==> src/sv/rpq_pkg.sv <==
// Shared types, constants and GF(2^8) helpers for the RAID-6 P/Q column engine.
// Field polynomial 0x11d; no dependencies.
package rpq_pkg;

    localparam int DEF_MAX_DATA_DISKS = 8;
    localparam int BYTE_W             = 8;
    localparam int CFG_DATA_W         = 4;
    localparam int CFG_INDEX_W        = 2;

    localparam logic [2:0] MODE_GEN    = 3'd0;
    localparam logic [2:0] MODE_REB_P  = 3'd1;
    localparam logic [2:0] MODE_REB_Q  = 3'd2;
    localparam logic [2:0] MODE_DUAL   = 3'd3;
    localparam logic [2:0] MODE_VERIFY = 3'd4;

    localparam logic [CFG_INDEX_W-1:0] CFG_MODE          = 2'd0;
    localparam logic [CFG_INDEX_W-1:0] CFG_DISKS_IN_USE  = 2'd1;
    localparam logic [CFG_INDEX_W-1:0] CFG_FAILED_FIRST  = 2'd2;
    localparam logic [CFG_INDEX_W-1:0] CFG_FAILED_SECOND = 2'd3;

    localparam logic [2:0] RST_MODE          = MODE_GEN;
    localparam logic [3:0] RST_DISKS_IN_USE  = 4'd8;
    localparam logic [2:0] RST_FAILED_FIRST  = 3'd0;
    localparam logic [2:0] RST_FAILED_SECOND = 3'd1;

    localparam logic [7:0] GF_POLY_LOW = 8'h1d;

    // 2^i and 2^-i for i = 0..7
    localparam logic [7:0][7:0] POW2 =
        {8'h80, 8'h40, 8'h20, 8'h10, 8'h08, 8'h04, 8'h02, 8'h01};
    localparam logic [7:0][7:0] INV_POW2 =
        {8'h1b, 8'h36, 8'h6c, 8'hd8, 8'had, 8'h47, 8'h8e, 8'h01};

    typedef struct packed {
        logic [63:0] column_data;
        logic [7:0]  parity_p_in;
        logic [7:0]  parity_q_in;
    } t_in;

    typedef struct packed {
        logic [7:0] parity_p_out;
        logic [7:0] parity_q_out;
        logic [7:0] rebuilt_first;
        logic [7:0] rebuilt_second;
        logic [1:0] check_status;
    } t_out;

    typedef struct packed {
        logic [2:0] mode;
        logic [3:0] n_eff;
        logic [2:0] failed_first;
        logic [2:0] failed_second;
    } t_cfg;

    function automatic logic [7:0] gf_mul(input logic [7:0] a, input logic [7:0] b);
        logic [7:0] r;
        logic [7:0] x;
        r = 8'h00;
        x = a;
        for (int k = 0; k < 8; k++) begin
            if (b[k]) begin
                r = r ^ x;
            end
            x = {x[6:0], 1'b0} ^ (x[7] ? GF_POLY_LOW : 8'h00);
        end
        return r;
    endfunction

    function automatic logic [7:0] gf_inv(input logic [7:0] v);
        logic [7:0] r;
        logic [7:0] base;
        logic [7:0] e;
        r    = 8'h01;
        base = v;
        e    = 8'hfe;
        for (int k = 0; k < 8; k++) begin
            if (e[k]) begin
                r = gf_mul(r, base);
            end
            base = gf_mul(base, base);
        end
        return r;
    endfunction

    // inverse of 2^f1 ^ 2^f2, indexed by {f1, f2}
    function automatic logic [63:0][7:0] build_dual_inv();
        logic [63:0][7:0] t;
        logic [5:0]       idx;
        t = '0;
        for (int i = 0; i < 64; i++) begin
            idx  = 6'(i);
            t[i] = gf_inv(POW2[idx[5:3]] ^ POW2[idx[2:0]]);
        end
        return t;
    endfunction

    localparam logic [63:0][7:0] DUAL_INV = build_dual_inv();

endpackage

==> src/sv/raid6_pq_column_engine.sv <==
// RAID-6 P/Q column engine over GF(2^8): lanes, merge and two solver stages.
// Throughput: one column per cycle unless i_ready stalls the output.
// Each stage holds one item and advances when the stage after it is empty or moving,
// so input is taken while a result waits, as long as some stage is still empty.
// Reset: synchronous active-low; clears stage valids and loads register defaults.
// Depends on rpq_pkg, rpq_lane, rpq_merge, rpq_solve.
module raid6_pq_column_engine
    import rpq_pkg::*;
#(
    parameter int MAX_DATA_DISKS = DEF_MAX_DATA_DISKS
) (
    input  logic                   i_clk,
    input  logic                   i_rst_n,
    input  logic                   i_cfg_wr_en,
    input  logic [CFG_INDEX_W-1:0] i_cfg_index,
    input  logic [CFG_DATA_W-1:0]  i_cfg_data,
    input  logic                   i_valid,
    output logic                   o_ready,
    input  t_in                    i_data,
    output logic                   o_valid,
    input  logic                   i_ready,
    output t_out                   o_data
);

    localparam logic [3:0] MAX_DISKS_W = 4'(MAX_DATA_DISKS);

    logic [2:0] r_mode;
    logic [3:0] r_disks;
    logic [2:0] r_fail1;
    logic [2:0] r_fail2;
    t_cfg       cfg;

    logic r_v1;
    logic r_v2;
    logic r_v3;
    logic r_v4;
    logic rdy1;
    logic rdy2;
    logic rdy3;
    logic rdy4;

    logic [7:0] r_pin1;
    logic [7:0] r_qin1;
    logic [MAX_DATA_DISKS-1:0][7:0] lane_p;
    logic [MAX_DATA_DISKS-1:0][7:0] lane_q;
    logic [7:0] pf;
    logic [7:0] qf;
    logic [7:0] pin2;
    logic [7:0] qin2;

    always_ff @(posedge i_clk) begin
        if (!i_rst_n) begin
            r_mode  <= RST_MODE;
            r_disks <= RST_DISKS_IN_USE;
            r_fail1 <= RST_FAILED_FIRST;
            r_fail2 <= RST_FAILED_SECOND;
        end else if (i_cfg_wr_en) begin
            case (i_cfg_index)
                CFG_MODE:          r_mode  <= i_cfg_data[2:0];
                CFG_DISKS_IN_USE:  r_disks <= i_cfg_data;
                CFG_FAILED_FIRST:  r_fail1 <= i_cfg_data[2:0];
                CFG_FAILED_SECOND: r_fail2 <= i_cfg_data[2:0];
                default: begin
                end
            endcase
        end
    end

    always_comb begin
        cfg.mode          = r_mode;
        cfg.n_eff         = (r_disks > MAX_DISKS_W) ? MAX_DISKS_W : r_disks;
        cfg.failed_first  = r_fail1;
        cfg.failed_second = r_fail2;
    end

    assign rdy4    = !r_v4 || i_ready;
    assign rdy3    = !r_v3 || rdy4;
    assign rdy2    = !r_v2 || rdy3;
    assign rdy1    = !r_v1 || rdy2;
    assign o_ready = rdy1;
    assign o_valid = r_v4;

    always_ff @(posedge i_clk) begin
        if (!i_rst_n) begin
            r_v1 <= 1'b0;
            r_v2 <= 1'b0;
            r_v3 <= 1'b0;
            r_v4 <= 1'b0;
        end else begin
            if (rdy1) r_v1 <= i_valid;
            if (rdy2) r_v2 <= r_v1;
            if (rdy3) r_v3 <= r_v2;
            if (rdy4) r_v4 <= r_v3;
        end
    end

    always_ff @(posedge i_clk) begin
        if (rdy1) begin
            r_pin1 <= i_data.parity_p_in;
            r_qin1 <= i_data.parity_q_in;
        end
    end

    for (genvar g = 0; g < MAX_DATA_DISKS; g++) begin : g_lane
        rpq_lane #(
            .LANE (g)
        ) u_lane (
            .i_clk  (i_clk),
            .i_en   (rdy1),
            .i_cfg  (cfg),
            .i_byte (i_data.column_data[BYTE_W*g +: BYTE_W]),
            .o_p    (lane_p[g]),
            .o_q    (lane_q[g])
        );
    end

    rpq_merge #(
        .N_LANES (MAX_DATA_DISKS)
    ) u_merge (
        .i_clk    (i_clk),
        .i_en     (rdy2),
        .i_lane_p (lane_p),
        .i_lane_q (lane_q),
        .i_pin    (r_pin1),
        .i_qin    (r_qin1),
        .o_pf     (pf),
        .o_qf     (qf),
        .o_pin    (pin2),
        .o_qin    (qin2)
    );

    rpq_solve u_solve (
        .i_clk    (i_clk),
        .i_en_a   (rdy3),
        .i_en_b   (rdy4),
        .i_cfg    (cfg),
        .i_pf     (pf),
        .i_qf     (qf),
        .i_pin    (pin2),
        .i_qin    (qin2),
        .o_result (o_data)
    );

endmodule

==> src/sv/rpq_lane.sv <==
// One data-disk lane: masks the disk byte and scales it by its Q coefficient.
// Depends on rpq_pkg.
module rpq_lane
    import rpq_pkg::*;
#(
    parameter int LANE = 0
) (
    input  logic       i_clk,
    input  logic       i_en,
    input  t_cfg       i_cfg,
    input  logic [7:0] i_byte,
    output logic [7:0] o_p,
    output logic [7:0] o_q
);

    localparam logic [2:0] LANE_ID = 3'(LANE);

    logic       skip;
    logic       use_byte;
    logic [7:0] d;
    logic [7:0] r_p;
    logic [7:0] r_q;

    always_comb begin
        skip = (((i_cfg.mode == MODE_REB_P) || (i_cfg.mode == MODE_REB_Q) ||
                 (i_cfg.mode == MODE_DUAL)) && (LANE_ID == i_cfg.failed_first)) ||
               ((i_cfg.mode == MODE_DUAL) && (LANE_ID == i_cfg.failed_second));
        use_byte = ({1'b0, LANE_ID} < i_cfg.n_eff) && !skip;
        d = use_byte ? i_byte : 8'h00;
    end

    always_ff @(posedge i_clk) begin
        if (i_en) begin
            r_p <= d;
            r_q <= gf_mul(d, POW2[LANE_ID]);
        end
    end

    assign o_p = r_p;
    assign o_q = r_q;

endmodule

==> src/sv/rpq_merge.sv <==
// Merge stage: XOR-combines the lane contributions into P and Q sums.
// Depends on rpq_pkg.
module rpq_merge
    import rpq_pkg::*;
#(
    parameter int N_LANES = DEF_MAX_DATA_DISKS
) (
    input  logic                   i_clk,
    input  logic                   i_en,
    input  logic [N_LANES-1:0][7:0] i_lane_p,
    input  logic [N_LANES-1:0][7:0] i_lane_q,
    input  logic [7:0]             i_pin,
    input  logic [7:0]             i_qin,
    output logic [7:0]             o_pf,
    output logic [7:0]             o_qf,
    output logic [7:0]             o_pin,
    output logic [7:0]             o_qin
);

    logic [7:0] n_pf;
    logic [7:0] n_qf;
    logic [7:0] r_pf;
    logic [7:0] r_qf;
    logic [7:0] r_pin;
    logic [7:0] r_qin;

    always_comb begin
        n_pf = 8'h00;
        n_qf = 8'h00;
        for (int i = 0; i < N_LANES; i++) begin
            n_pf = n_pf ^ i_lane_p[i];
            n_qf = n_qf ^ i_lane_q[i];
        end
    end

    always_ff @(posedge i_clk) begin
        if (i_en) begin
            r_pf  <= n_pf;
            r_qf  <= n_qf;
            r_pin <= i_pin;
            r_qin <= i_qin;
        end
    end

    assign o_pf  = r_pf;
    assign o_qf  = r_qf;
    assign o_pin = r_pin;
    assign o_qin = r_qin;

endmodule

==> src/sv/rpq_solve.sv <==
// Two-stage solver: syndrome scaling, then rebuild, parity update and check.
// Depends on rpq_pkg.
module rpq_solve
    import rpq_pkg::*;
(
    input  logic       i_clk,
    input  logic       i_en_a,
    input  logic       i_en_b,
    input  t_cfg       i_cfg,
    input  logic [7:0] i_pf,
    input  logic [7:0] i_qf,
    input  logic [7:0] i_pin,
    input  logic [7:0] i_qin,
    output t_out       o_result
);

    logic [7:0] mul_x;
    logic [7:0] mul_y;
    logic [7:0] r_pf;
    logic [7:0] r_qf;
    logic [7:0] r_pin;
    logic [7:0] r_qin;
    logic [7:0] r_prod;
    logic [7:0] ps;
    logic [7:0] qs;
    logic       f1_in_use;
    t_out       n_res;
    t_out       r_res;

    always_comb begin
        case (i_cfg.mode)
            MODE_REB_P: begin
                mul_x = i_pf ^ i_pin;
                mul_y = POW2[i_cfg.failed_first];
            end
            MODE_REB_Q: begin
                mul_x = i_qf ^ i_qin;
                mul_y = INV_POW2[i_cfg.failed_first];
            end
            MODE_DUAL: begin
                mul_x = i_pf ^ i_pin;
                mul_y = POW2[i_cfg.failed_second];
            end
            default: begin
                mul_x = 8'h00;
                mul_y = 8'h00;
            end
        endcase
    end

    always_ff @(posedge i_clk) begin
        if (i_en_a) begin
            r_pf   <= i_pf;
            r_qf   <= i_qf;
            r_pin  <= i_pin;
            r_qin  <= i_qin;
            r_prod <= gf_mul(mul_x, mul_y);
        end
    end

    always_comb begin
        ps        = r_pf ^ r_pin;
        qs        = r_qf ^ r_qin;
        f1_in_use = {1'b0, i_cfg.failed_first} < i_cfg.n_eff;
        n_res     = '0;
        case (i_cfg.mode)
            MODE_GEN: begin
                n_res.parity_p_out = r_pf;
                n_res.parity_q_out = r_qf;
            end
            MODE_REB_P: begin
                n_res.rebuilt_first = ps;
                n_res.parity_p_out  = r_pin;
                n_res.parity_q_out  = r_qf ^ (f1_in_use ? r_prod : 8'h00);
            end
            MODE_REB_Q: begin
                n_res.rebuilt_first = r_prod;
                n_res.parity_q_out  = r_qin;
                n_res.parity_p_out  = r_pf ^ (f1_in_use ? r_prod : 8'h00);
            end
            MODE_DUAL: begin
                n_res.parity_p_out = r_pin;
                n_res.parity_q_out = r_qin;
                if (i_cfg.failed_first != i_cfg.failed_second) begin
                    n_res.rebuilt_first  = gf_mul(qs ^ r_prod,
                        DUAL_INV[{i_cfg.failed_first, i_cfg.failed_second}]);
                    n_res.rebuilt_second = ps ^ n_res.rebuilt_first;
                end
            end
            MODE_VERIFY: begin
                n_res.parity_p_out = r_pf;
                n_res.parity_q_out = r_qf;
                n_res.check_status = {(r_qf != r_qin), (r_pf != r_pin)};
            end
            default: begin
                n_res = '0;
            end
        endcase
    end

    always_ff @(posedge i_clk) begin
        if (i_en_b) begin
            r_res <= n_res;
        end
    end

    assign o_result = r_res;

endmodule

==> config.mk <==
export PLATFORM = sky130hd
export DESIGN_NAME = raid6_pq_column_engine
export DESIGN_NICKNAME = d
export VERILOG_FILES = /design/src/sv/rpq_pkg.sv /design/src/sv/raid6_pq_column_engine.sv /design/src/sv/rpq_lane.sv /design/src/sv/rpq_merge.sv /design/src/sv/rpq_solve.sv
export SDC_FILE = /design/constraint.sdc
export NUM_CORES = 1
export LEC_CHECK = 0
export BUFFER_PORTS_ARGS = -buffer_cell sky130_fd_sc_hd__buf_4
export CAP_MARGIN = 15
export CORE_MARGIN = 3
export CORE_UTILIZATION = 40
export DETAILED_ROUTE_END_ITERATION = 8
export GPL_TIMING_DRIVEN = 0
export HOLD_SLACK_MARGIN = 0.15
export SYNTH_ARGS = -nofsm -noshare
export SYNTH_HDL_FRONTEND = slang
export SYNTH_SLANG_ARGS = --single-unit
==> constraint.sdc <==
create_clock -name i_clk -period 10.5 [get_ports i_clk]
set_clock_uncertainty 0.15 [all_clocks]
set_input_delay 0 -clock i_clk [delete_from_list [all_inputs] [get_ports i_clk]]
set_output_delay 0 -clock i_clk [all_outputs]
set_load 0.01 [all_outputs]
== Word level (Yosys, flattened, before mapping) ==
Memories as Yosys holds them, arrays and structs flattened. A register that Yosys moved wholly into a read port is not among the register bits.
Cells that the tools add are included.
W data, S select, Z words.

* Flip-flop bits (word level): 259
* Latch bits: 0
* RAM bits: 0
* ROM bits: 704
* Bits of input ports: 91
* Output and inout port bits: 36
* Memories kept: 4

{| class="wikitable"
|+ Memory list
! name !! depth !! bits a word !! read ports !! clocked after memory_dff !! write ports !! RTL line !! source
|-
| (name not given) || 64 || 8 || 1 || 0 || 0 || rpq_solve.sv:86 || <nowiki>DUAL_INV[{i_cfg.failed_first, i_cfg.failed_second}]);</nowiki>
|-
| (name not given) || 8 || 8 || 1 || 1 || 0 || rpq_solve.sv:42 || <nowiki>mul_y = POW2[i_cfg.failed_second];</nowiki>
|-
| (name not given) || 8 || 8 || 1 || 1 || 0 || rpq_solve.sv:38 || <nowiki>mul_y = INV_POW2[i_cfg.failed_first];</nowiki>
|-
| (name not given) || 8 || 8 || 1 || 1 || 0 || rpq_solve.sv:34 || <nowiki>mul_y = POW2[i_cfg.failed_first];</nowiki>
|}

* Add/sub/neg operators: 0
* $mul: 0
* Divide/modulo/power cells: 0
* $lt $le $gt $ge: 13
* Eq/ne operators: 24
* Shifts and indexed selects: 0
* Multiplexer cells: 105
* Bitwise logic cells: 78
* Reduce and logical (&&, ||, !) cells: 61

{| class="wikitable"
|+ Operators by type and width
! cell !! count
|-
| $xor A8 B8 Y8 || 78
|-
| $mux W8 || 51
|-
| $mux W5 || 42
|-
| $pmux W16 S4 || 1
|-
| $pmux W8 S3 || 2
|-
| $eq A3 B3 Y1 const A || 8
|-
| $logic_and A1 B1 Y1 || 24
|-
| $mux W3 || 6
|-
| $lt A3 B4 Y1 const A || 4
|-
| $mux W16 || 1
|-
| $ne A8 B8 Y1 || 2
|-
| $pmux W8 S2 || 1
|-
| $logic_or A1 B1 Y1 || 14
|-
| $eq A2 B3 Y1 const A || 4
|-
| $logic_not A1 Y1 || 12
|-
| $reduce_and A2 Y1 || 5
|-
| $logic_not A3 Y1 || 3
|-
| $lt A1 B4 Y1 const A || 2
|-
| $lt A2 B4 Y1 const A || 2
|-
| $lt A3 B4 Y1 const B || 2
|-
| $lt A6 B7 Y1 const B || 1
|-
| $eq A1 B3 Y1 const A || 2
|-
| $eq A3 B2 Y1 const B || 2
|-
| $eq A2 B2 Y1 const B || 2
|-
| 9 further kinds || 10
|}

== Longest topological paths before layout ==
Gate-level depths: netlist of the first run.

* Depth after elaboration: 36
* Gate-level depth with buffers: 15
* Gate-level depth less buffers: 12

== Cells and area by module ==
From an unflattened synthesis of the first run, not the netlist that was laid out.

* Cells, all modules: 1,409
* Area, all modules: 15,965.3 µm²

{| class="wikitable"
|+ Modules (own cells, without submodules)
! module !! instances !! cells each !! area each (µm²) !! sequential area each (µm²)
|-
| rpq_solve || 1 || 800 || 7,443.4 || 2,222.1
|-
| rpq_merge || 1 || 144 || 1,941.9 || 960.9
|-
| raid6_pq_column_engine || 1 || 86 || 1,162.4 || 820.8
|-
| rpq_lane (g_lane[7].u_lane) || 1 || 57 || 893.4 || 480.5
|-
| rpq_lane (g_lane[6].u_lane) || 1 || 54 || 870.8 || 480.5
|-
| rpq_lane (g_lane[5].u_lane) || 1 || 52 || 818.3 || 450.4
|-
| rpq_lane (g_lane[4].u_lane) || 1 || 52 || 699.4 || 420.4
|-
| rpq_lane (g_lane[3].u_lane) || 1 || 47 || 631.9 || 390.4
|-
| rpq_lane (g_lane[2].u_lane) || 1 || 40 || 570.5 || 360.3
|-
| rpq_lane (g_lane[1].u_lane) || 1 || 47 || 535.5 || 330.3
|-
| rpq_lane (g_lane[0].u_lane) || 1 || 30 || 397.9 || 240.2
|}

== Worst setup path before layout of the first run ==
No wires, ideal clock.

* Path type: reg2reg
* Start point: register r_v4 (netlist: o_valid)
* End point: register g_lane[0].u_lane.r_q[0], enable pin
* Setup time: 1,095 ps
* Arrival time: 2,891 ps
* Data required time: 9,255 ps
* Setup slack: 6,364 ps
* Cell stages (with the launch flop): 4
* Period minus slack after synthesis: 4,136 ps
* Path through: dfxtp_1 -> nor2b_1 -> and3_1 -> nand2_1

* Longest elaborated chain between the ends: 5

{| class="wikitable"
|+ RTL lines
! element !! RTL line !! source
|-
| from (decl) || raid6_pq_column_engine.sv:36 || <nowiki>logic r_v4;</nowiki>
|-
| from (signal assigned) || raid6_pq_column_engine.sv:93 || <nowiki>if (rdy4) r_v4 <= r_v3;</nowiki>
|-
| $logic_not A1 Y1 || raid6_pq_column_engine.sv:76 || <nowiki>assign rdy4 = !r_v4 || i_ready;</nowiki>
|-
| $logic_or A1 B1 Y1 || raid6_pq_column_engine.sv:76 ||
|-
| $logic_or A1 B1 Y1 || raid6_pq_column_engine.sv:77 || <nowiki>assign rdy3 = !r_v3 || rdy4;</nowiki>
|-
| $logic_or A1 B1 Y1 || raid6_pq_column_engine.sv:78 || <nowiki>assign rdy2 = !r_v2 || rdy3;</nowiki>
|-
| $logic_or A1 B1 Y1 || raid6_pq_column_engine.sv:79 || <nowiki>assign rdy1 = !r_v1 || rdy2;</nowiki>
|-
| named net o_ready || raid6_pq_column_engine.sv:18 || <nowiki>output logic o_ready,</nowiki>
|-
| to (signal assigned) || rpq_lane.sv:35 || <nowiki>r_q <= gf_mul(d, POW2[LANE_ID]);</nowiki>
|-
| to (decl) || rpq_lane.sv:22 || <nowiki>logic [7:0] r_q;</nowiki>
|}

The timed path passes the listed nets, and every way through them passes these cells.
A chain may end at the register's enable or synchronous reset.

== Final worst setup path of the first run ==
* Start point: register r_fail2[1]
* End point: register u_solve.r_res, in the netlist u_solve.o_result[15], data pin

* Longest elaborated chain between the ends: 35
* Elaborated cells between the ends (all ways): 36
* Those cells by class: eq/ne (1); mux (27); bitwise (7); memory (1)

{| class="wikitable"
|+ RTL lines
! element !! RTL line !! source
|-
| from (decl) || raid6_pq_column_engine.sv:30 || <nowiki>logic [2:0] r_fail2;</nowiki>
|-
| from (signal assigned) || raid6_pq_column_engine.sv:62 || <nowiki>CFG_FAILED_SECOND: r_fail2 <= i_cfg_data[2:0];</nowiki>
|-
| $mem_v2 Z64 W8 || n/a ||
|-
| $mux W8 (not written as such) || rpq_solve.sv:86 ||
|-
| $mux W8 || rpq_pkg.sv:61 || <nowiki>if (b[k]) begin</nowiki>
|-
| $mux W8 || rpq_solve.sv:84 || <nowiki>if (i_cfg.failed_first != i_cfg.failed_second) begin</nowiki>
|-
| $mux W8 || rpq_solve.sv:66 || <nowiki>case (i_cfg.mode)</nowiki>
|-
| $xor A8 B8 Y8 || rpq_pkg.sv:62 || <nowiki>r = r ^ x;</nowiki>
|-
| $mux W8 || rpq_pkg.sv:61 ||
|-
| $mux W8 || rpq_solve.sv:84 ||
|-
| [... 19 more ...] || n/a ||
|-
| $mux W8 || rpq_solve.sv:84 ||
|-
| $mux W8 || rpq_solve.sv:66 ||
|-
| $xor A8 B8 Y8 || rpq_pkg.sv:62 ||
|-
| $mux W8 || rpq_pkg.sv:61 ||
|-
| $mux W8 || rpq_solve.sv:84 ||
|-
| $mux W8 || rpq_solve.sv:66 ||
|-
| $mux W16 * || rpq_solve.sv:84 ||
|-
| $pmux W8 S3 * || rpq_solve.sv:66 ||
|-
| to (signal assigned) || rpq_solve.sv:103 || <nowiki>r_res <= n_res;</nowiki>
|-
| to (decl) || rpq_solve.sv:28 || <nowiki>t_out r_res;</nowiki>
|}

Mark *: on every way between the ends. The rest lies on a longest branch, timed or not. The select of a mux whose other input is x is not followed.

==> results of run 1 <==
logic make-up after synthesis:
logic type | after synthesis | share of synthesized area (%)
compound gates | 221 | 9.54
xor+xnor | 371 | 21.9
fa+ha+maj | 18 | 1.43
buf+inv | 78 | 2.08
flops | 268 | 48.6
mux | 39 | 2.82
simple gates | 448 | 13.6
worst min path at each step:
stage | cells past startpoint | slack (ns) | to
after detailed placement | 1 | 0.03 | r_qin1[5]
after global placement | 1 | 0.03 | r_pin1[2]
after floorplan | 0 | -0.05 | r_pin1[0]
final | 3 | 0.16 | g_lane[0].u_lane.o_q[7]
after CTS | 3 | 0.15 | g_lane[4].u_lane.o_p[6]
after global routing | 3 | 0.16 | g_lane[3].u_lane.o_p[1]
layout by cell type, fill, tap and decap left out, types with 5 or more instances in the layout:
master,n
nand2b_1,23
mux2i_1,26
buf_2,14
a221oi_1,7
dlygate4sd3_1,157
ha_1,18
a21o_1,8
nand2_1,129
a21oi_1,66
o311ai_0,14
buf_1,7
buf_4,128
clkbuf_16,32
a22oi_1,11
o21ai_0,40
xor2_1,85
clkbuf_1,46
nor2_1,129
o21a_1,8
edfxtp_1,227
and2_1,75
dfxtp_1,41
xnor3_1,7
a211oi_1,5
mux2_2,9
inv_1,18
o22ai_1,13
xnor2_1,272
clkbuf_8,5
nor2b_1,31
nor3_1,23
and3_1,7
nand3_1,8
power breakdown:
| part | switching (mW) | total, mW | internal (mW) | leakage [nW] |
|---|---|---|---|---|
| clock network | 0.403 | 1.02 | 0.613 | 0.473 |
| registers | 0.121 | 1.49 | 1.36 | 2.79 |
| logic | 1.29 | 2.41 | 1.12 | 4.14 |
| total | 1.82 | 4.92 | 3.10 | 7.41 |
worst min-delay path, stage by stage:
cell	delay (ns)
dlygate4sd3_1	0.53
buf_4	0.10
and2_1	0.12
stage by stage:
stage / hold slack, ns / util [%] / area, um2 / instances
finish: 0.158 / 52.2 / 19900 / 2293
global route: 0.165 / 52.2 / 19900 / 2293
CTS: 0.153 / 52.0 / 19900 / 2291
detailed placement: 0.0305 / 45.4 / 17300 / 2082
global placement: 0.0294 / 45.2 / 17300 / 2078
floorplan: -0.0511 / - / 15700 / 1443
flip-flops by register name, summed over array words and instances, names as in the netlist, named ones only:
signal and flops:
g_lane.u_lane.o_p 54, g_lane.u_lane.o_q 51, u_solve.o_result 34, r_pin1 8
r_qin1 8, u_merge.o_pf 8, u_merge.o_pin 8, u_merge.o_qf 8
u_merge.o_qin 8, u_solve.r_pf 8, u_solve.r_pin 8, u_solve.r_prod 8
u_solve.r_qf 8, u_solve.r_qin 8, r_disks 4, r_fail1 3
r_fail2 3, r_mode 3, o_valid 1, r_v1 1
r_v2 1, r_v3 1
repair_timing:
action,in CTS,in global routing
hold endpoints to repair,156,0
endpoints found under the setup margin,0,0
hold buffers,157,0
buffers inserted,0,0
final cells by class:
cell class / instances / area, um2 / area share (%)
tap: 511 / 639 / 3.21
timing repair buffer: 287 / 2600 / 13.1
clock inverter: 4 / 48.8 / 0.245
sequential: 268 / 7640 / 38.3
clock buffer: 48 / 912 / 4.58
multi-input combinational: 1097 / 7760 / 38.9
inverter: 19 / 71.3 / 0.358
buffer: 59 / 255 / 1.28
routing by layer:
metal  global-route usage [%]  vias to the layer above
li1                         -                     5658
met3                     2.66                       95
met5                        0                        -
met1                     26.9                     5563
met2                     33.9                      412
met4                     7.05                        0
==> out/qor.txt, run 1 <==
Status: finished, final reports clean
Min cycle time layout: 5.21 ns
Root Buffer: clkbuf_16
Placement Setup Slack: 5.42 ns
Final worst slack: 5.29 ns
Post-synth EDFFs: 227
Global-route wire length before repair: 65,700 um
Drt first-iter violations: 822
Clk pin slew, worst setup/hold paths: 0.06 ns
Total power: 4.92 mW
F_max: 192 MHz
Cell variety after synth: 74
Worst hold-check path type: primary input to flip-flop
Top_reg_cell synth: edfxtp_1
Relative slew slack: 17.9%
Synthesized area: 15,700 um2
Seq/Total Area, Yosys: 48.6%
I/O pin cnt: 127
DRT Pass-1 Iters: 6
Post-DP HPWL: 30,900 um
WP data required: 10.62 ns
Synthesis-stage register bit count: 268
Fraction of registers with async set/reset: 0%
Max Transition Viols Final: 0
Most numerous cell in the Yosys netlist: xnor2_1
Core Rows: 71
Startpoint types: flip-flop
Detail Route Antenna Nets: 0
Fin. Hold Viols: 0
Syn Inst Count: 1,443
DIE WIDTH: 204 um
Wl on met1: 18,400 um
Ys Warns: 0
Launching point of the worst reg2reg path: r_fail2[1]
Initial Utilization: 41.1%
Yosys top cell area share: 43.4%
Initial antenna violation count: 0
Avg Inst Size Synth: 10.9 um2
Die area: 41,700 um2
Clock Sinks: 268
Top Layer Used: met4
WP buf/inv: 3
Nets: 1,869
Yosys top cell by area: edfxtp_1
Worst-path maximum fanout: 10
Vias per cell: 5.11
Placer Congestion: 0.866
Routed len/inst: 18.6 um
RR Endpoint: u_solve.o_result[15]
Number of global-route vias before repair: 11,600
Core Region: 38,200 um2
Drt total wl: 42,600 um
Final period util: 49.6%
RSZ-0062 raised after global routing: no
Logic depth of the worst setup path including buffers: 14
Clk buf depth: 3
Tightest Pin Transition: 1.23 ns
FILL cells: 3,425
Reg2reg path depth: 14
Number of port buffers: 124
Worst-skew pair later-pin latency: 0.55 ns
Synth top cells by count: xnor2_1, edfxtp_1, nand2_1
CTS tree: built
Setup TNS: 0 ns
DRC: 0
Layout cells sized above 1: 12.6%
Htree depth: 1
# resized after CTS: 0
Main area contributors after synthesis: edfxtp_1, xnor2_1, dfxtp_1
Slack of the worst reg-to-reg path: 5.29 ns
CP max-delay cell: dfxtp_1
Static Leak: 7.41 nW
Critical Path AT: 5.33 ns
Die height: 204 um
Critical path, cell by cell: clkbuf_1 > inv_1 > ha_1 > nor2b_1 > or3_1 > a211oi_1 > or2_2 > clkbuf_1 > a21oi_1 > nand4_1 > o311ai_0 > a221oi_1 > xnor2_1 > o22ai_1
CTS buffer count: 28
Largest net degree at the start of global routing: 68
Via count: 11,700
Crit path kind: flip-flop to flip-flop
Max incr delay on CP: 0.57 ns
Area Overhead vs Synth: 26.9%
GRT Overall Usage: 20.2%
Number of max-cap violations: 0
Antenna diodes: 0
Grt total ovfl: 0
Met2 wire len: 20,200 um
Met3 WL: 2310 um
Power density of the placed cells: 247 nW/um2
Post-Syn Nets: 1,552
Crit path capture: u_solve.o_result[15]
IR drop worst, VDD: 344 uV
CP endpoint kind: flip-flop
Endpoints failing setup: 0
Top cell by count, worst path: clkbuf_1
Hold Crit Start: i_data[23]
Largest delay share family, worst path: compound AO/OA/AOI/OAI gates
Setup crit start: r_fail2[1]
(Power assumes the default switching activity.)
==> run 2: changes to the inputs <==
==> constraint.sdc (replaced) <==
create_clock -name i_clk -period 5.3 [get_ports i_clk]
set_clock_uncertainty 0.15 [all_clocks]
set_input_delay 0 -clock i_clk [delete_from_list [all_inputs] [get_ports i_clk]]
set_output_delay 0 -clock i_clk [all_outputs]
set_load 0.01 [all_outputs]
==> out/qor.txt, run 2 (synthesis results as in run 1) <==
Clock Sinks: 268 (unchanged)
Commonest cells after routing, fill and taps aside: xnor2_1, edfxtp_1, dlygate4sd3_1, nand2_1, nor2_1 (unchanged)
Endpoints failing setup: 0 (unchanged)
Fin. Hold Viols: 0 (unchanged)
Die height: 204 um (unchanged)
Via count: 11,700 (about the same)
Tightest Pin Transition: 1.23 ns (about the same)
Crit path kind: flip-flop to flip-flop (unchanged)
Routed len/inst: 18.6 um (unchanged)
Clk pin slew, worst setup/hold paths: 0.07 ns (was 0.06 ns)
Critical path, cell by cell: clkbuf_2 > inv_1 > ha_1 > nor2b_1 > or3_1 > a211oi_1 > or2_2 > clkbuf_1 > a21oi_1 > nand4_1 > o311ai_0 > a221oi_1 > xnor2_1 > o22ai_1 (was clkbuf_1 > inv_1 > ha_1 > nor2b_1 > or3_1 > a211oi_1 > or2_2 > clkbuf_1 > a21oi_1 > nand4_1 > o311ai_0 > a221oi_1 > xnor2_1 > o22ai_1)
Min cycle time layout: 4.94 ns (was 5.21 ns)
Detail Route Antenna Nets: 0 (unchanged)
Placer Congestion: 0.866 (unchanged)
GRT Overall Usage: 20.2% (unchanged)
Most common library cell in the layout ignoring fill and taps: xnor2_1 (unchanged)
Post-DP HPWL: 30,900 um (unchanged)
Worst-path maximum fanout: 10 (unchanged)
Max incr delay on CP: 0.56 ns (was 0.57 ns)
Worst hold-check path type: primary input to flip-flop (unchanged)
Antenna diodes: 0 (unchanged)
Number of max-cap violations: 0 (unchanged)
WP data required: 5.42 ns (was 10.62 ns)
Clk buf depth: 3 (unchanged)
Die area: 41,700 um2 (unchanged)
Grt total ovfl: 0 (unchanged)
Root Buffer: clkbuf_16 (unchanged)
CP endpoint kind: flip-flop (unchanged)
Max FFs per register: 54 (unchanged)
CTS tree: built (unchanged)
Vias per cell: 5.11 (about the same)
Number of port buffers: 124 (unchanged)
Initial antenna violation count: 0 (unchanged)
Max Transition Viols Final: 0 (unchanged)
Static Leak: 7.41 nW (about the same)
Nets: 1,869 (unchanged)
Relative slew slack: 17.8% (was 17.9%)
WP buf/inv: 3 (unchanged)
IR drop worst, VDD: 683 uV (was 344 uV)
Drt first-iter violations: 803 (was 822)
Power density of the placed cells: 489 nW/um2 (was 247 nW/um2)
Core Rows: 71 (unchanged)
Worst-skew pair later-pin latency: 0.56 ns (was 0.55 ns)
Core Region: 38,200 um2 (unchanged)
Initial Utilization: 41.1% (unchanged)
RSZ-0062 raised after global routing: no (unchanged)
Htree depth: 1 (unchanged)
F_max: 202 MHz (was 192 MHz)
Critical Path AT: 5.06 ns (was 5.33 ns)
DRC: 0 (unchanged)
WHS: 0.159 ns (was 0.158 ns)
Drt total wl: 42,600 um (unchanged)
Slack of the worst reg-to-reg path: 0.36 ns (was 5.29 ns)
Area Overhead vs Synth: 26.9% (about the same)
Largest net degree at the start of global routing: 68 (unchanged)
Post-DP Area: 17,300 um2 (unchanged)
Startpoint types: flip-flop (unchanged)
Number of global-route vias before repair: 11,600 (unchanged)
Final period util: 93.3% (was 49.6%)
CTS buffer count: 28 (unchanged)
Global-route wire length before repair: 65,700 um (unchanged)
DIE WIDTH: 204 um (unchanged)
Status: finished, final reports clean (unchanged)
I/O pin cnt: 127 (unchanged)
Layout cells sized above 1: 12.6% (about the same)
Postcts setup bufs: 0 (unchanged)
Cell area after layout: 19,900 um2 (about the same)
DRT Pass-1 Iters: 5 (was 6)
CP max-delay cell: dfxtp_1 (unchanged)
Largest delay share family, worst path: compound AO/OA/AOI/OAI gates (unchanged)
[run 2: cell count changes in the layout (fill, tap and decap cells not counted)]
cell,before,now
clkbuf_1,46,45
clkbuf_2,1,2
[run 2: path summary, 6_finish.rpt]
path | from | end | cells past startpoint
setup / recovery | r_fail2[1] | u_solve.o_result[15] | 14
hold / removal | i_data[23] | g_lane[0].u_lane.o_q[7] | 3
setup reg to reg | r_fail2[1] | u_solve.o_result[15] | 14
hold reg to reg | r_pin1[7] | u_merge.o_pin[7] | 0
[run 2: cell type report]
class,count,area (um2)
Fill cell,3424,18300
Clock inverter,4,48.8
Sequential cell,268,7640
Buffer,59,256
Multi-Input combinational cell,1097,7760
Clock buffer,48,912
Tap cell,511,639
Inverter,19,71.3
Timing Repair Buffer,287,2600
[run 2: metal layers]
layer,track usage (%),wire length (um),up-vias
met3,2.66,2170,90
met2,33.9,20300,398
met1,26.9,18500,5566
li1,-,-,5655
met4,7.05,1600,0
met5,0,0,-
[run 2: worst min-delay path, cell delays in order]
cell and delay [ns]:
dlygate4sd3_1 0.53, buf_4 0.10, and2_1 0.12
[run 2: power by group]
part | internal, mW | total, mW | switching (mW)
logic | 2.22 | 4.78 | 2.56
clock network | 1.21 | 2.01 | 0.799
registers | 2.70 | 2.94 | 0.240
[run 2: timing repair]
| item | 4_1_cts | 5_1_grt |
|---|---|---|
| endpoints found under the setup margin | 0 | 10 |
| hold buffers | 157 | 0 |
| gates resized for setup | 0 | 2 |
| endpoints found under the hold margin | 156 | 0 |
[run 2: stage by stage]
step	worst slack (ns)	util, %	TNS [ns]	power [mW]	instances
floorplan	1.16	-	0	6.41	1443
global placement	-0.290	45.2	-34.35	7.57	2078
detailed placement	0.223	45.4	0	7.63	2082
CTS	0.198	52.0	0	9.72	2291
global route	0.0261	52.2	0	10.2	2293
finish	0.355	52.2	0	9.74	2293
==> run 3: changes to the inputs <==
--- a/config.mk
+++ b/config.mk
@@ -7,11 +7,12 @@
 export LEC_CHECK = 0
 export BUFFER_PORTS_ARGS = -buffer_cell sky130_fd_sc_hd__buf_4
 export CAP_MARGIN = 15
-export CORE_MARGIN = 3
 export CORE_UTILIZATION = 40
 export DETAILED_ROUTE_END_ITERATION = 8
 export GPL_TIMING_DRIVEN = 0
 export HOLD_SLACK_MARGIN = 0.15
+export PLACE_DENSITY = 0.64
 export SYNTH_ARGS = -nofsm -noshare
 export SYNTH_HDL_FRONTEND = slang
+export SYNTH_HIERARCHICAL = 1
 export SYNTH_SLANG_ARGS = --single-unit
==> out/qor.txt, run 3 <==
Global-route wire length before repair: 63,400 um (was 65,700 um)
Top_reg_cell synth: edfxtp_1 (unchanged)
IR drop worst, VDD: 309 uV (was 683 uV)
Relative slew slack: 30.1% (was 17.8%)
Tightest Pin Transition: 1.03 ns (was 1.23 ns)
Post-Syn Nets: 1,518 (was 1,552)
F_max: 202 MHz (about the same)
Min cycle time layout: 4.95 ns (was 4.94 ns)
FILL cells: 3,416 (was 3,424)
Drt total wl: 40,700 um (was 42,600 um)
Nets: 1,800 (was 1,869)
Yosys top cell area share: 42.7% (was 43.4%)
DIE WIDTH: 202 um (was 204 um)
Seq/Total Area, Yosys: 44.8% (was 48.6%)
Clk pin slew, worst setup/hold paths: 0.06 ns (was 0.07 ns)
DRC: 0 (unchanged)
Clk buf depth: 3 (unchanged)
CTS buffer count: 26 (was 28)
I/O pin cnt: 127 (unchanged)
Worst hold-check path type: primary input to flip-flop (unchanged)
Antenna diodes: 0 (unchanged)
Die height: 202 um (was 204 um)
Power density of the placed cells: 441 nW/um2 (was 489 nW/um2)
Final period util: 93.4% (was 93.3%)
Main area contributors after synthesis: edfxtp_1, xnor2_1, xor2_1 (was edfxtp_1, xnor2_1, dfxtp_1)
Initial antenna violation count: 0 (unchanged)
Syn Inst Count: 1,409 (was 1,443)
Hold Crit Start: i_data[35] (was i_data[23])
Critical path, cell by cell: clkbuf_1 > inv_1 > ha_1 > mux4_1 > nor2_1 > a311oi_1 > a21o_1 > clkbuf_1 > nand2_1 > xnor2_1 > xnor2_1 > xnor3_1 > mux2_4 (was clkbuf_2 > inv_1 > ha_1 > nor2b_1 > or3_1 > a211oi_1 > or2_2 > clkbuf_1 > a21oi_1 > nand4_1 > o311ai_0 > a221oi_1 > xnor2_1 > o22ai_1)
Largest net degree at the start of global routing: 64 (was 68)
RSZ-0062 raised after global routing: no (unchanged)
Initial Utilization: 40.9% (was 41.1%)
Most numerous cell in the Yosys netlist: xnor2_1 (unchanged)
Clock Sinks: 244 (was 268)
Drt first-iter violations: 548 (was 803)
WP data required: 5.43 ns (was 5.42 ns)
Avg Inst Size Synth: 11.3 um2 (was 10.9 um2)
Yosys top cell by area: edfxtp_1 (unchanged)
Ys Warns: 6 (was 0)
Critical Path AT: 5.09 ns (was 5.06 ns)
Max incr delay on CP: 0.64 ns (was 0.56 ns)
Launching point of the worst reg2reg path: r_fail2[1] (unchanged)
Max Transition Viols Final: 0 (unchanged)
Most common library cell in the layout ignoring fill and taps: xnor2_1 (unchanged)
Number of global-route vias before repair: 11,300 (was 11,600)
Synthesized area: 16,000 um2 (was 15,700 um2)
Max FFs per register: 54 (unchanged)
Detail Route Antenna Nets: 0 (unchanged)
Vias per cell: 5.08 (was 5.11)
Core Rows: 72 (was 71)
Crit path kind: flip-flop to flip-flop (unchanged)
Layout cells sized above 1: 17.4% (was 12.6%)
Via count: 11,300 (was 11,700)
WP buf/inv: 3 (unchanged)
Fin. Hold Viols: 0 (unchanged)
Core Region: 39,000 um2 (was 38,200 um2)
CP max-delay cell: dfxtp_2 (was dfxtp_1)
Die area: 40,700 um2 (was 41,700 um2)
Endpoints failing setup: 0 (unchanged)
Number of max-cap violations: 0 (unchanged)
Fraction of registers with async set/reset: 0% (unchanged)
CP endpoint kind: flip-flop (unchanged)
Worst-skew pair later-pin latency: 0.54 ns (was 0.56 ns)
Area Overhead vs Synth: 23.4% (was 26.9%)
Setup TNS: 0 ns (unchanged)
Commonest cells after routing, fill and taps aside: xnor2_1, edfxtp_1, buf_4, nand2_1, dlygate4sd3_1 (was xnor2_1, edfxtp_1, dlygate4sd3_1, nand2_1, nor2_1)
Grt total ovfl: 0 (unchanged)
Cell variety after synth: 101 (was 74)
DRT Pass-1 Iters: 5 (unchanged)
Status: finished, final reports clean (unchanged)
Post-synth EDFFs: 227 (unchanged)
Htree depth: 1 (unchanged)
Static Leak: 7.58 nW (was 7.41 nW)
GRT Overall Usage: 19.8% (was 20.2%)
Synthesis-stage register bit count: 244 (was 268)
Synth top cells by count: xnor2_1, edfxtp_1, nand2_1 (unchanged)
Startpoint types: flip-flop (unchanged)
Setup crit start: r_fail2[1] (unchanged)
Placer Congestion: 0.964 (was 0.866)
Worst-path maximum fanout: 20 (was 10)
Root Buffer: clkbuf_16 (unchanged)
Number of port buffers: 122 (was 124)
CTS tree: built (unchanged)
Post-DP HPWL: 29,700 um (was 30,900 um)
Total power: 8.68 mW (was 9.74 mW)
Largest delay share family, worst path: buffers and inverters (was compound AO/OA/AOI/OAI gates)
Routed len/inst: 18.3 um (was 18.6 um)
-- run 3: tightest hold or removal path, cell delays in order --
cell and delay (ns):
dlygate4sd3_1 0.53, buf_4 0.11, and2_1 0.11
-- run 3: timing repair --
action,CTS,global route
hold endpoints to repair,138,0
hold buffers,129,0
resized for setup,0,1
setup endpoints to repair,0,4
buffers inserted,0,0
-- run 3: kinds of logic after synthesis --
family	share of synthesized area, %
buf+inv	4.24
flops	44.8
fa+ha+maj	1.41
xor+xnor	22.2
simple gates	15.5
compound gates	9.22
mux	2.66
-- run 3: path summary, 6_finish.rpt --
check	to	slack [ns]	depth (start not counted)
min	g_lane[2].u_lane/o_p[3]	0.17	3
min reg2reg	u_merge/o_pin[5]	0.26	0
max reg2reg	u_solve/o_result[5]	0.35	13
max	u_solve/o_result[5]	0.35	13
-- run 3: metrics by stage --
| step | setup slack [ns] | instances | hold WS, ns | utilization (%) | cell area, um2 |
|---|---|---|---|---|---|
| floorplan | 1.13 | 1409 | -0.0511 | - | 16000 |
| global placement | 0.140 | 2049 | 0.0302 | 44.9 | 17500 |
| detailed placement | 0.128 | 2051 | 0.0296 | 45.1 | 17600 |
| CTS | 0.0947 | 2228 | 0.151 | 50.4 | 19700 |
| global route | 0.158 | 2229 | 0.181 | 50.5 | 19700 |
| finish | 0.348 | 2229 | 0.172 | 50.5 | 19700 |
-- run 3: area by class of cell --
type / instances / area, um2 / share of cell area [%]
inverter: 33 / 124 / 0.629
clock buffer: 30 / 666 / 3.38
multi-input combinational: 1044 / 8140 / 41.3
buffer: 88 / 553 / 2.81
tap: 518 / 648 / 3.29
sequential: 244 / 7160 / 36.3
clock inverter: 18 / 121 / 0.616
timing repair buffer: 254 / 2290 / 11.6
-- run 3: report_power, final --
group	internal (mW)	switching, mW	leakage, nW
Combinational	2.17	2.06	4.60
Sequential	2.52	0.261	2.60
Clock	0.948	0.727	0.384
-- run 3: routing by layer --
metal / vias to the layer above / global-route usage [%] / wire length (um)
met3: 59 / 2.10 / 1730
met1: 5414 / 26.3 / 17900
met4: 0 / 5.41 / 1000
met5: - / 0 / 0
li1: 5539 / - / -
met2: 319 / 34.3 / 20000
